`src/design/pbpd_pkg.sv`:
```
// types, codes and constants of the page buffer pool directory
`default_nettype none

package pbpd_pkg;

    localparam int PAGE_BITS       = 24;
    localparam int SLOT_FIELD_BITS = 3;
    localparam int DEF_SLOT_COUNT  = 8;
    localparam int DEF_COUNT_BITS  = 16;
    localparam int MAX_RESULTS     = 8;
    localparam int FLUSH_CNT_BITS  = $clog2(MAX_RESULTS + 1);

    localparam logic [1:0] OP_READ  = 2'd0;
    localparam logic [1:0] OP_WRITE = 2'd1;
    localparam logic [1:0] OP_PIN   = 2'd2;
    localparam logic [1:0] OP_FLUSH = 2'd3;

    localparam logic [2:0] STATUS_HIT         = 3'd0;
    localparam logic [2:0] STATUS_FILLED      = 3'd1;
    localparam logic [2:0] STATUS_EVICTED     = 3'd2;
    localparam logic [2:0] STATUS_ALL_PINNED  = 3'd3;
    localparam logic [2:0] STATUS_PINNED      = 3'd4;
    localparam logic [2:0] STATUS_PIN_MISS    = 3'd5;
    localparam logic [2:0] STATUS_FLUSH_ENTRY = 3'd6;

    typedef struct packed {
        logic [1:0]           opcode;
        logic [PAGE_BITS-1:0] page_number;
        logic                 pin_on_load;
    } pbpd_cmd_t;

    typedef struct packed {
        logic [2:0]                 status;
        logic [SLOT_FIELD_BITS-1:0] slot;
        logic                       load_needed;
        logic                       writeback_valid;
        logic [PAGE_BITS-1:0]       writeback_page;
        logic                       last;
    } pbpd_result_t;

endpackage

`default_nettype wire

```
`src/design/pbpd_slot_store.sv`:
```
// slot metadata memory with per-slot occupied bits
`default_nettype none

module pbpd_slot_store #(
    parameter int SLOT_COUNT = pbpd_pkg::DEF_SLOT_COUNT,
    parameter int COUNT_BITS = pbpd_pkg::DEF_COUNT_BITS
) (
    input  wire logic                          clk,
    input  wire logic                          rst_n,
    input  wire logic                          rd_en,
    input  wire logic [$clog2(SLOT_COUNT)-1:0] rd_addr,
    output logic                               rd_occupied,
    output logic [pbpd_pkg::PAGE_BITS-1:0]     rd_page,
    output logic                               rd_pinned,
    output logic                               rd_dirty,
    output logic [COUNT_BITS-1:0]              rd_count,
    input  wire logic                          wr_en,
    input  wire logic [$clog2(SLOT_COUNT)-1:0] wr_addr,
    input  wire logic [pbpd_pkg::PAGE_BITS-1:0] wr_page,
    input  wire logic                          wr_pinned,
    input  wire logic                          wr_dirty,
    input  wire logic [COUNT_BITS-1:0]         wr_count
);
    import pbpd_pkg::*;

    localparam int ENTRY_BITS = PAGE_BITS + 2 + COUNT_BITS;

    logic [ENTRY_BITS-1:0] mem [SLOT_COUNT];
    logic [ENTRY_BITS-1:0] rd_data_reg;
    logic [SLOT_COUNT-1:0] occ_reg;
    logic                  rd_occ_reg;

    // memory: one write and one registered read per cycle
    always_ff @(posedge clk)
    begin
        if (wr_en)
        begin
            mem[wr_addr] <= {wr_page, wr_pinned, wr_dirty, wr_count};
        end
        if (rd_en)
        begin
            rd_data_reg <= mem[rd_addr];
        end
    end

    // occupied bits; a slot is never emptied once loaded
    always_ff @(posedge clk or negedge rst_n)
    begin
        if (!rst_n)
        begin
            occ_reg    <= '0;
            rd_occ_reg <= 1'b0;
        end
        else
        begin
            if (wr_en)
            begin
                occ_reg[wr_addr] <= 1'b1;
            end
            if (rd_en)
            begin
                rd_occ_reg <= occ_reg[rd_addr];
            end
        end
    end

    // a never-loaded slot reads as all zero
    always_comb
    begin
        rd_occupied = rd_occ_reg;
        {rd_page, rd_pinned, rd_dirty, rd_count} = rd_occ_reg ? rd_data_reg : '0;
    end

endmodule

`default_nettype wire

```
`src/design/page_buffer_pool_directory.sv`:
```
// top level of the page buffer pool directory
`default_nettype none

// Page buffer pool directory. A command beat is taken when start is high and
// busy is low. Read and write accesses, pins and flushes all scan the slot
// memory one slot per cycle through its single read port, so every command
// keeps busy high after it is taken while it issues SLOT_COUNT reads, waits
// for the last read data to return and then makes its update in the finish
// state. Results come out on result with done high for one cycle each
// and cannot be held off. Access and pin give one result, shown in the cycle
// in which busy drops. A flush gives one result per dirty occupied slot, in
// slot order, at most eight, overlapping the scan; a flush with nothing
// dirty gives no result at all. last marks the final result of a command.
// No clearing pass is needed after reset: per-slot occupied flops mask the
// memory contents until a slot is first loaded.
module page_buffer_pool_directory #(
    parameter int SLOT_COUNT = pbpd_pkg::DEF_SLOT_COUNT,
    parameter int COUNT_BITS = pbpd_pkg::DEF_COUNT_BITS
) (
    input  wire logic                    clk,
    input  wire logic                    rst_n,
    input  wire logic                    start,
    output logic                         busy,
    input  wire pbpd_pkg::pbpd_cmd_t     cmd,
    output logic                         done,
    output pbpd_pkg::pbpd_result_t       result
);
    import pbpd_pkg::*;

    localparam int IDX_BITS = $clog2(SLOT_COUNT);
    localparam logic [IDX_BITS-1:0] LAST_IDX = IDX_BITS'(SLOT_COUNT - 1);

    localparam logic [1:0] S_IDLE   = 2'd0;
    localparam logic [1:0] S_SCAN   = 2'd1;
    localparam logic [1:0] S_FINISH = 2'd2;

    logic [1:0] state_reg, state_next;

    // latched command
    pbpd_cmd_t cmd_reg;

    // read issue and returning-data tracking
    logic                issue_on_reg;
    logic [IDX_BITS-1:0] issue_idx_reg;
    logic                data_on_reg;
    logic [IDX_BITS-1:0] data_idx_reg;

    // store read data
    logic                  d_occ;
    logic [PAGE_BITS-1:0]  d_page;
    logic                  d_pinned;
    logic                  d_dirty;
    logic [COUNT_BITS-1:0] d_count;

    // scan results: first hit
    logic                  hit_found_reg;
    logic [IDX_BITS-1:0]   hit_idx_reg;
    logic                  hit_pinned_reg;
    logic                  hit_dirty_reg;
    logic [COUNT_BITS-1:0] hit_count_reg;

    // scan results: lowest empty slot
    logic                  empty_found_reg;
    logic [IDX_BITS-1:0]   empty_idx_reg;

    // scan results: unpinned slot with smallest count, ties to higher index
    logic                  vic_found_reg;
    logic [IDX_BITS-1:0]   vic_idx_reg;
    logic [COUNT_BITS-1:0] vic_count_reg;
    logic                  vic_dirty_reg;
    logic [PAGE_BITS-1:0]  vic_page_reg;

    // flush: one entry held back so the final one can carry last
    logic                      pend_valid_reg;
    logic [IDX_BITS-1:0]       pend_idx_reg;
    logic [PAGE_BITS-1:0]      pend_page_reg;
    logic [FLUSH_CNT_BITS-1:0] flush_n_reg;

    // store write port
    logic                  wr_en;
    logic [IDX_BITS-1:0]   wr_addr;
    logic [PAGE_BITS-1:0]  wr_page;
    logic                  wr_pinned;
    logic                  wr_dirty;
    logic [COUNT_BITS-1:0] wr_count;

    // output register
    logic         done_reg, done_next;
    pbpd_result_t result_reg, result_next;
    logic [IDX_BITS-1:0] res_idx;
    logic [IDX_BITS+2:0] res_idx_wide;

    logic accept;
    logic is_write;
    logic is_flush;
    logic flush_take;
    logic scan_done;
    logic hit_now;
    logic vic_now;

    assign accept     = start && (state_reg == S_IDLE);
    assign busy       = (state_reg != S_IDLE);
    assign is_write   = (cmd_reg.opcode == OP_WRITE);
    assign is_flush   = (cmd_reg.opcode == OP_FLUSH);
    assign scan_done  = data_on_reg && (data_idx_reg == LAST_IDX);

    // per-slot decisions on the returning beat of read data
    assign hit_now    = data_on_reg && d_occ && (d_page == cmd_reg.page_number)
                        && !hit_found_reg;
    assign vic_now    = data_on_reg && !d_pinned
                        && (!vic_found_reg || (d_count <= vic_count_reg));
    assign flush_take = data_on_reg && is_flush && d_occ && d_dirty
                        && (flush_n_reg < FLUSH_CNT_BITS'(MAX_RESULTS));

    pbpd_slot_store #(
        .SLOT_COUNT (SLOT_COUNT),
        .COUNT_BITS (COUNT_BITS)
    ) u_store (
        .clk         (clk),
        .rst_n       (rst_n),
        .rd_en       (issue_on_reg),
        .rd_addr     (issue_idx_reg),
        .rd_occupied (d_occ),
        .rd_page     (d_page),
        .rd_pinned   (d_pinned),
        .rd_dirty    (d_dirty),
        .rd_count    (d_count),
        .wr_en       (wr_en),
        .wr_addr     (wr_addr),
        .wr_page     (wr_page),
        .wr_pinned   (wr_pinned),
        .wr_dirty    (wr_dirty),
        .wr_count    (wr_count)
    );

    // sequencer
    always_comb
    begin
        state_next = state_reg;
        case (state_reg)
            S_IDLE:
            begin
                if (start)
                begin
                    state_next = S_SCAN;
                end
            end
            S_SCAN:
            begin
                if (scan_done)
                begin
                    state_next = S_FINISH;
                end
            end
            S_FINISH:
            begin
                state_next = S_IDLE;
            end
            default:
            begin
                state_next = S_IDLE;
            end
        endcase
    end

    // write-back decisions and the result beat
    always_comb
    begin
        wr_en       = 1'b0;
        wr_addr     = data_idx_reg;
        wr_page     = d_page;
        wr_pinned   = d_pinned;
        wr_dirty    = 1'b0;
        wr_count    = d_count;
        done_next   = 1'b0;
        result_next = '0;
        res_idx     = '0;

        if (state_reg == S_SCAN && flush_take)
        begin
            // clear dirty on the slot just read; emit the previous entry
            wr_en = 1'b1;
            if (pend_valid_reg)
            begin
                done_next                   = 1'b1;
                result_next.status          = STATUS_FLUSH_ENTRY;
                result_next.writeback_valid = 1'b1;
                result_next.writeback_page  = pend_page_reg;
                res_idx                     = pend_idx_reg;
            end
        end
        else if (state_reg == S_FINISH)
        begin
            case (cmd_reg.opcode)
                OP_READ, OP_WRITE:
                begin
                    done_next        = 1'b1;
                    result_next.last = 1'b1;
                    if (hit_found_reg)
                    begin
                        wr_en     = 1'b1;
                        wr_addr   = hit_idx_reg;
                        wr_page   = cmd_reg.page_number;
                        wr_pinned = hit_pinned_reg;
                        wr_dirty  = hit_dirty_reg | is_write;
                        wr_count  = (hit_count_reg == '1) ? hit_count_reg
                                                          : hit_count_reg + 1'b1;
                        result_next.status = STATUS_HIT;
                        res_idx            = hit_idx_reg;
                    end
                    else if (empty_found_reg || vic_found_reg)
                    begin
                        // load the page into the chosen slot
                        wr_en                   = 1'b1;
                        wr_addr                 = empty_found_reg ? empty_idx_reg
                                                                  : vic_idx_reg;
                        wr_page                 = cmd_reg.page_number;
                        wr_pinned               = cmd_reg.pin_on_load;
                        wr_dirty                = is_write;
                        wr_count                = COUNT_BITS'(1);
                        result_next.load_needed = 1'b1;
                        res_idx                 = wr_addr;
                        if (empty_found_reg)
                        begin
                            result_next.status = STATUS_FILLED;
                        end
                        else
                        begin
                            result_next.status          = STATUS_EVICTED;
                            result_next.writeback_valid = vic_dirty_reg;
                            result_next.writeback_page  = vic_dirty_reg ? vic_page_reg
                                                                        : '0;
                        end
                    end
                    else
                    begin
                        result_next.status = STATUS_ALL_PINNED;
                    end
                end
                OP_PIN:
                begin
                    done_next        = 1'b1;
                    result_next.last = 1'b1;
                    if (hit_found_reg)
                    begin
                        wr_en              = 1'b1;
                        wr_addr            = hit_idx_reg;
                        wr_page            = cmd_reg.page_number;
                        wr_pinned          = 1'b1;
                        wr_dirty           = hit_dirty_reg;
                        wr_count           = hit_count_reg;
                        result_next.status = STATUS_PINNED;
                        res_idx            = hit_idx_reg;
                    end
                    else
                    begin
                        result_next.status = STATUS_PIN_MISS;
                    end
                end
                default:
                begin
                    // flush: the held entry is the final one
                    if (pend_valid_reg)
                    begin
                        done_next                   = 1'b1;
                        result_next.status          = STATUS_FLUSH_ENTRY;
                        result_next.writeback_valid = 1'b1;
                        result_next.writeback_page  = pend_page_reg;
                        result_next.last            = 1'b1;
                        res_idx                     = pend_idx_reg;
                    end
                end
            endcase
        end

        // slot field shows the low bits of the index
        res_idx_wide     = {3'b000, res_idx};
        result_next.slot = res_idx_wide[SLOT_FIELD_BITS-1:0];
    end

    // control registers
    always_ff @(posedge clk or negedge rst_n)
    begin
        if (!rst_n)
        begin
            state_reg       <= S_IDLE;
            issue_on_reg    <= 1'b0;
            issue_idx_reg   <= '0;
            data_on_reg     <= 1'b0;
            data_idx_reg    <= '0;
            hit_found_reg   <= 1'b0;
            empty_found_reg <= 1'b0;
            vic_found_reg   <= 1'b0;
            pend_valid_reg  <= 1'b0;
            flush_n_reg     <= '0;
            done_reg        <= 1'b0;
        end
        else
        begin
            state_reg    <= state_next;
            done_reg     <= done_next;
            data_on_reg  <= issue_on_reg;
            data_idx_reg <= issue_idx_reg;

            if (accept)
            begin
                issue_on_reg    <= 1'b1;
                issue_idx_reg   <= '0;
                hit_found_reg   <= 1'b0;
                empty_found_reg <= 1'b0;
                vic_found_reg   <= 1'b0;
                pend_valid_reg  <= 1'b0;
                flush_n_reg     <= '0;
            end
            else
            begin
                if (issue_on_reg)
                begin
                    if (issue_idx_reg == LAST_IDX)
                    begin
                        issue_on_reg <= 1'b0;
                    end
                    else
                    begin
                        issue_idx_reg <= issue_idx_reg + 1'b1;
                    end
                end
                if (hit_now)
                begin
                    hit_found_reg <= 1'b1;
                end
                if (data_on_reg && !d_occ)
                begin
                    empty_found_reg <= 1'b1;
                end
                if (vic_now)
                begin
                    vic_found_reg <= 1'b1;
                end
                if (flush_take)
                begin
                    pend_valid_reg <= 1'b1;
                    flush_n_reg    <= flush_n_reg + 1'b1;
                end
            end
        end
    end

    // payload registers
    always_ff @(posedge clk)
    begin
        result_reg <= result_next;
        if (accept)
        begin
            cmd_reg <= cmd;
        end
        if (hit_now)
        begin
            hit_idx_reg    <= data_idx_reg;
            hit_pinned_reg <= d_pinned;
            hit_dirty_reg  <= d_dirty;
            hit_count_reg  <= d_count;
        end
        if (data_on_reg && !d_occ && !empty_found_reg)
        begin
            empty_idx_reg <= data_idx_reg;
        end
        if (vic_now)
        begin
            vic_idx_reg   <= data_idx_reg;
            vic_count_reg <= d_count;
            vic_dirty_reg <= d_dirty;
            vic_page_reg  <= d_page;
        end
        if (flush_take)
        begin
            pend_idx_reg  <= data_idx_reg;
            pend_page_reg <= d_page;
        end
    end

    assign done   = done_reg;
    assign result = result_reg;

endmodule

`default_nettype wire

```
`config.mk`:
```
export PLATFORM = sky130hd
export DESIGN_NAME = page_buffer_pool_directory
export DESIGN_NICKNAME = d
export VERILOG_FILES = /design/src/design/pbpd_pkg.sv /design/src/design/pbpd_slot_store.sv /design/src/design/page_buffer_pool_directory.sv
export SDC_FILE = /design/constraint.sdc
export NUM_CORES = 1
export LEC_CHECK = 0
export CAP_MARGIN = 20
export CORE_AREA = 4 4 313 192
export DETAILED_ROUTE_END_ITERATION = 6
export DIE_AREA = 0 0 317 196
export DONT_BUFFER_PORTS = 1
export PLACE_DENSITY = 0.56
export SKIP_CTS_REPAIR_TIMING = 1
export SLEW_MARGIN = 15
export SYNTH_ARGS = -nofsm -noshare
export SYNTH_HDL_FRONTEND = slang
export SYNTH_SLANG_ARGS = --single-unit
```
`constraint.sdc`:
```
create_clock -name clk -period 5.2 [get_ports clk]
set_input_delay 1.04 -clock clk [delete_from_list [all_inputs] [get_ports clk]]
set_output_delay 1.04 -clock clk [all_outputs]
set_load 0.1 [all_outputs]
```
==> results of run 1 <==
-- worst reg2reg max path: stages, from the launching register on --
cell and delay [ns]:
dfrtp_1 0.94, inv_1 0.29, o22ai_1 0.25, and2_0 0.45
o21a_1 0.28, and3_2 0.83, buf_4 0.36
-- routing by layer --
| layer | up-vias | part of all wire (%) | track usage, % | routed length (um) |
|---|---|---|---|---|
| li1 | 5229 | - | - | - |
| met2 | 534 | 39 | 22.7 | 21800 |
| met4 | 0 | 1.2 | 2.79 | 684 |
| met3 | 59 | 11 | 5.92 | 5960 |
| met1 | 6370 | 49 | 30.2 | 27800 |
| met5 | - | 0 | 0 | 0 |
-- cell usage in the layout, fill, tap and decap left out, types with 14 or more instances in the layout --
cell       instances
clkbuf_16         52
nand3_1           36
a21oi_1           33
buf_4             26
nor2_1            43
o21ai_0           50
mux4_2            86
xnor2_1           14
ha_1              19
nand2_1           55
dfrtp_1           23
edfxtp_1         500
nand2b_1          14
a32oi_1           25
mux2_2            63
dfxtp_1           33
and2_1            40
inv_1             33
-- stage by stage --
stage | utilization, % | setup slack [ns] | hold slack [ns] | instances | instance area [sq um]
CTS | 44.1 | 1.48 | 0.120 | 2126 | 25200
floorplan | - | -0.541 | 0.376 | 1306 | 22600
finish | 44.1 | 1.50 | 0.151 | 2127 | 25200
detailed placement | 41.3 | 1.51 | 0.444 | 2035 | 23600
global route | 44.1 | 1.22 | 0.113 | 2127 | 25200
global placement | 41.3 | 1.61 | 0.437 | 2032 | 23600
-- area by class of cell --
type | instances | area (sq um) | share of cell area (%)
Sequential cell | 561 | 16400 | 65.1
Multi-Input combinational cell | 641 | 5840 | 23.2
Clock buffer | 70 | 1430 | 5.69
Tap cell | 770 | 963 | 3.83
Timing Repair Buffer | 30 | 260 | 1.03
Clock inverter | 21 | 150 | 0.597
Inverter | 34 | 128 | 0.507
-- power groups by stage --
stage               Clock, mW  Sequential [mW]  Combinational (mW)
global route             3.90             6.87                3.70
finish                   3.61             6.81                3.39
global placement            0             6.89                3.33
CTS                      3.70             6.80                3.39
detailed placement          0             6.89                3.38
floorplan                   0             6.45                2.49
-- cells by family after synthesis --
| logic type | Yosys count |
|---|---|
| flops | 561 |
| fa+ha+maj | 19 |
| mux | 151 |
| compound gates | 192 |
| simple gates | 263 |
| xor+xnor | 16 |
| buf+inv | 104 |
-- path summary, 6_finish.rpt --
kind                            startpoint                  end  slack (ns)  depth (start not counted)
max                          hit_found_reg   u_store.mem[4][41]        1.50                          6
min                                  rst_n     issue_idx_reg[2]        0.15                          0
max reg2reg                  hit_found_reg   u_store.mem[4][41]        1.50                          6
min reg2reg                pend_idx_reg[1]           result[28]        0.45                          1
max in group asynchronous            rst_n  u_store.rd_occupied        4.94                          0
min in group clk           pend_idx_reg[1]           result[28]        0.45                          1
==> results.ini, run 1 <==
[status]
status = complete, no violations

[timing]
rsz0062_at_grt = no
fmax_mhz = 270
slew_headroom_pct = 26.8
period_needed_ns = 3.70
setup_viol = 0
setup_tns_ns = 0
tightest_slew_ns = 1.09
timing_max_transition_violations_final = 0
skew_ns = 0.0189
hold_viol = 0
post-route-period-util_pct = 71.2

[worst_setup_path]
worst-path-max-fanout = 29
arrival_ns = 3.97
crit_path_top_delay_cell = dfrtp_1
critPathBufInv = 2
crit_required_ns = 5.47
crit_path_start_kind = flop
worst_setup_path_end_kind = flop
cpPeakStageDelay_ns = 0.94
path_class = reg2reg
path_cells = inv_1 > o22ai_1 > and2_0 > o21a_1 > and3_2 > buf_4
path_delay_family = simple AND/OR/NAND/NOR gates

[floorplanning]
die_area_sq_um = 62100
pin_count = 65
start_util_pct = 39.6
core_area_sq_um = 57100
rows = 68
die_w_um = 317
die_height_um = 196

[synth]
synth-seq-area-share_pct = 72.4
ys_async_sr_fraction_pct = 4.99
synthTopCellsByArea = edfxtp_1 (66%), mux4_2 (8.6%), mux2_2 (3.1%)
synth_enable_flop_cells = 500
synth_ff_type = edfxtp_1
synth_cells = 1306
synth_xor_area_share_pct = 0.619
syn_area_sq_um = 22600
synth_top_family_by_area = multiplexers
ys_types = 72
synth_compound_gate_area_share_pct = 5.87
synth_top_cell_area_share_pct = 66.4
muxShareOfSynthArea_pct = 11.8
synth_warnings = 0
synth_seq_cells = 561
synth_commonest_cells = edfxtp_1 (500), mux4_2 (86), mux2_2 (63)
synthAdderAreaFrac_pct = 1.05
yosys.area_share.simple_pct = 6.24
syn_nets = 1355
syn_avg_cell_area_sq_um = 17.3
synth_top_cell_by_area = edfxtp_1
yosysMostFrequentCell = edfxtp_1

[global_route]
grt_pass1_vias = 11643
grt_max_degree = 90
grt_use_total_pct = 18.1
grt_overflow = 0
grt_first_pass_wirelength_um = 82100
antenna_found_initial = 2

[clocking]
cts_root_buffer = clkbuf_16
clk_latency_ns = 0.59
cts_tree = built
cts_made_buffers = 49
clk_path_buf_depth = 3
clkTransAtPathRegs_ns = 0.07
cts_sinks = 561
htree_levels = 2

[power]
swShare_pct = 31.5
p_int_mw = 9.46
power_density_nw_per_um2 = 549
power_frac_clock_pct = 26.2
seqPwrFrac_pct = 49.3
vdd_drop_max_uv = 362
finalPower_mw = 13.8
p_comb_share_pct = 24.6
p_sw_mw = 4.35
power.leakage_nw = 8.24

[routing]
wire_per_inst_um = 26.5
ant_nets = 0
drtIter0Drc = 1358
viasPerCell = 5.73
vias = 12192
first_pass_iters = 5
wl_um = 56300
drc_errors = 0

[layout]
areaGrowthSynthToFinish_pct = 11.2
num-nets-final = 1366
antenna_cells = 0
drive_gt1_share_pct = 20.5
largest_reg_flops = 336
fillers = 4912

[place]
gp_congestion = 0.855
port_buffers = 0
hpwl_um = 35400

[min_path]
min-delay-path-class = in2async

[job]
maxCapViolations = 0

(Power assumes the default switching activity.)
==> inputs of run 2 (changes only) <==
Settings changed: ABC_AREA set to 1, CORE_AREA 4 4 313 192 to 4 4 315 193, DIE_AREA 0 0 317 196 to 0 0 319 197.
Clock period 5.2 ns to 3.3 ns, I/O delays scaled along.
==> results.ini, run 2 <==
[synth]
synth_cells = 1967  ; +51%
syn_area_sq_um = 23000  ; +1.7%
yosysMostFrequentCell = edfxtp_1
synthTopCellsByArea = edfxtp_1 (65%), nor2_1 (5.7%), o21ai_0 (5.0%)
ys_async_sr_fraction_pct = 4.99  ; unchanged
ys_types = 44  ; -39%
synth-seq-area-share_pct = 71.2  ; -1.2 points
synth_enable_flop_cells = 500  ; unchanged
synth_seq_cells = 561  ; unchanged
syn_nets = 2016  ; +49%
synth_top_cell_by_area = edfxtp_1
synth_warnings = 0  ; unchanged
synth_ff_type = edfxtp_1
synth_commonest_cells = edfxtp_1 (500), nor2_1 (347), nand2_1 (251)
syn_avg_cell_area_sq_um = 11.7  ; -32%
synth_top_cell_area_share_pct = 65.3  ; -1.1 points

[layout]
num-nets-final = 2027  ; +48%
drive_gt1_share_pct = 9.46  ; -11 points
fin_util_pct = 45.3  ; +1.2 points
largest_reg_flops = 336  ; unchanged
multi_input_area_sq_um = 5730  ; -1.8%
areaGrowthSynthToFinish_pct = 13.1
fillers = 5179  ; +5.4%
final_common_cell = edfxtp_1
layout_common_cells = edfxtp_1 (500), nor2_1 (339), nand2_1 (251)
seq_area_sq_um = 16400  ; about the same

[worst_setup_path]
crit_required_ns = 3.57  ; -1.90 ns
crit_path_top_delay_cell = dfrtp_2
worst-path-max-fanout = 25  ; -14%
worst_setup_path_end_kind = flop
path_class = reg2reg
cpMostUsedCell = buf_4
arrival_ns = 3.32  ; -0.65 ns
crit_path_start_kind = flop
path_cells = buf_4 > nand2_1 > xor2_1 > nand4_1 > nor2_1 > nand3_1 > nor2_2 > buf_4
cpPeakStageDelay_ns = 0.71  ; -0.23 ns

[place]
port_buffers = 0  ; unchanged
dp_slack_ns = 0.364  ; -1.14 ns
hpwl_um = 39900  ; +13%
gp_congestion = 0.904  ; +5.7%

[status]
status = complete, no violations

[timing]
rsz0062_at_grt = no
slew_headroom_pct = 27.8  ; +0.94 points
setup_tns_ns = 0  ; unchanged
fmax_mhz = 327  ; +21%
tightest_slew_ns = 1.08  ; -0.0108 ns
timing_max_transition_violations_final = 0  ; unchanged
post-route-period-util_pct = 92.5  ; +21 points
fin_hold_ws_ns = 0.150  ; -0.000736 ns
hold_viol = 0  ; unchanged
period_needed_ns = 3.05  ; -0.646 ns
finalWorstSetupSlack_ns = 0.246  ; -1.25 ns
setup_viol = 0  ; unchanged
skew_ns = 0.0194  ; +0.000547 ns

[clocking]
cts_sinks = 561  ; unchanged
cts_made_buffers = 51  ; +4.1%
clk_path_buf_depth = 3  ; unchanged
clk_latency_ns = 0.60  ; about the same
cts_tree = built
cts_root_buffer = clkbuf_16
htree_levels = 2  ; unchanged
clkTransAtPathRegs_ns = 0.07  ; about the same

[routing]
vias = 15008  ; +23%
drc_errors = 0  ; unchanged
ant_nets = 0  ; unchanged
drtIter0Drc = 1755  ; +29%
viasPerCell = 5.38  ; -6.2%
first_pass_iters = 6  ; +1
wire_per_inst_um = 22.8  ; -14%
wl_um = 63700  ; +13%

[floorplanning]
die_w_um = 319  ; +0.63%
rows = 68  ; unchanged
pin_count = 65  ; unchanged
die_area_sq_um = 62800  ; +1.1%
start_util_pct = 40.1  ; +0.43 points
core_area_sq_um = 57400  ; +0.60%
die_height_um = 197  ; +0.51%

[global_route]
grt_overflow = 0  ; unchanged
grt_first_pass_wirelength_um = 94400  ; +15%
grt_max_degree = 93  ; +3.3%
antenna_found_initial = 7  ; +5
grt_use_total_pct = 20.0  ; +1.9 points
grt_pass1_vias = 14017  ; +20%

[job]
maxCapViolations = 0  ; unchanged

[power]
vdd_drop_max_uv = 528  ; +46%
power_density_nw_per_um2 = 895  ; +63%
power.leakage_nw = 9.45  ; +15%

[min_path]
min-delay-path-class = in2reg

==> run 2: where the power goes <==
group	internal (mW)	leakage, nW	switching, mW
Sequential	9.57	5.28	0.645
Combinational	1.82	3.29	4.94
Clock	3.70	0.880	2.64
Total	15.1	9.45	8.22
==> run 2: worst paths after layout <==
kind                                     start                 end  slack, ns  cells past startpoint
setup / recovery           u_store.rd_occupied    hit_count_reg[8]       0.25                      8
hold / removal                          cmd[2]          cmd_reg[2]       0.15                      0
setup reg to reg           u_store.rd_occupied    hit_count_reg[8]       0.25                      8
hold reg to reg             u_store.occ_reg[2]  u_store.occ_reg[2]       0.45                      2
max in group asynchronous                rst_n    issue_idx_reg[0]       2.59                      2
min in group asynchronous                rst_n       hit_found_reg       0.49                      2
==> run 2: final cells by class <==
cell class              count  share of cell area, %
flip-flops and latches    561                   62.9
multi-input cells        1172                   22.0
clock buffers              68                   5.54
well taps                 770                   3.70
repair buffers             60                   2.56
inverters                 132                   1.92
clock inverters            27                   1.31
diodes                      1                0.00961
==> run 2: metal layers <==
layer | vias to the layer above | global-route usage (%) | share of wire (%)
met5 | - | 1.26 | 0.23
met1 | 7335 | 33.3 | 50
met2 | 644 | 24.9 | 37
met4 | 8 | 3.08 | 1.1
li1 | 6956 | - | -
met3 | 65 | 6.52 | 12
==> run 2: through the flow <==
stage / cell area, sq um / total power, mW / instances
after global placement: 24200 / 16.9 / 2693
after detailed placement: 24200 / 17.0 / 2693
after global routing: 26000 / 24.5 / 2790
after CTS: 26000 / 23.3 / 2788
final: 26000 / 23.3 / 2791
after floorplan: 23000 / 14.2 / 1967
==> run 2: cells by family (layout without fill, tap and decap cells) <==
group / after synthesis / in the layout / share of synthesized area [%]
flip-flops: 561 / 561 / 71.2
adder cells (fa/ha/maj): 19 / 19 / 1.03
AO/OA/AOI/OAI: 429 / 429 / 10.3
AND/OR/NAND/NOR: 710 / 710 / 12.8
XOR/XNOR: 14 / 14 / 0.533
buffers and inverters: 234 / 287 / 4.19
other: 0 / 1 / 0
==> run 2: worst max-delay path, delay by kind of cell, from the launching register on <==
kind                   cells  cell delay (ns)
XOR/XNOR                   1             0.21
buffers and inverters      2             0.70
flip-flops                 1             0.71
AND/OR/NAND/NOR            5             1.08
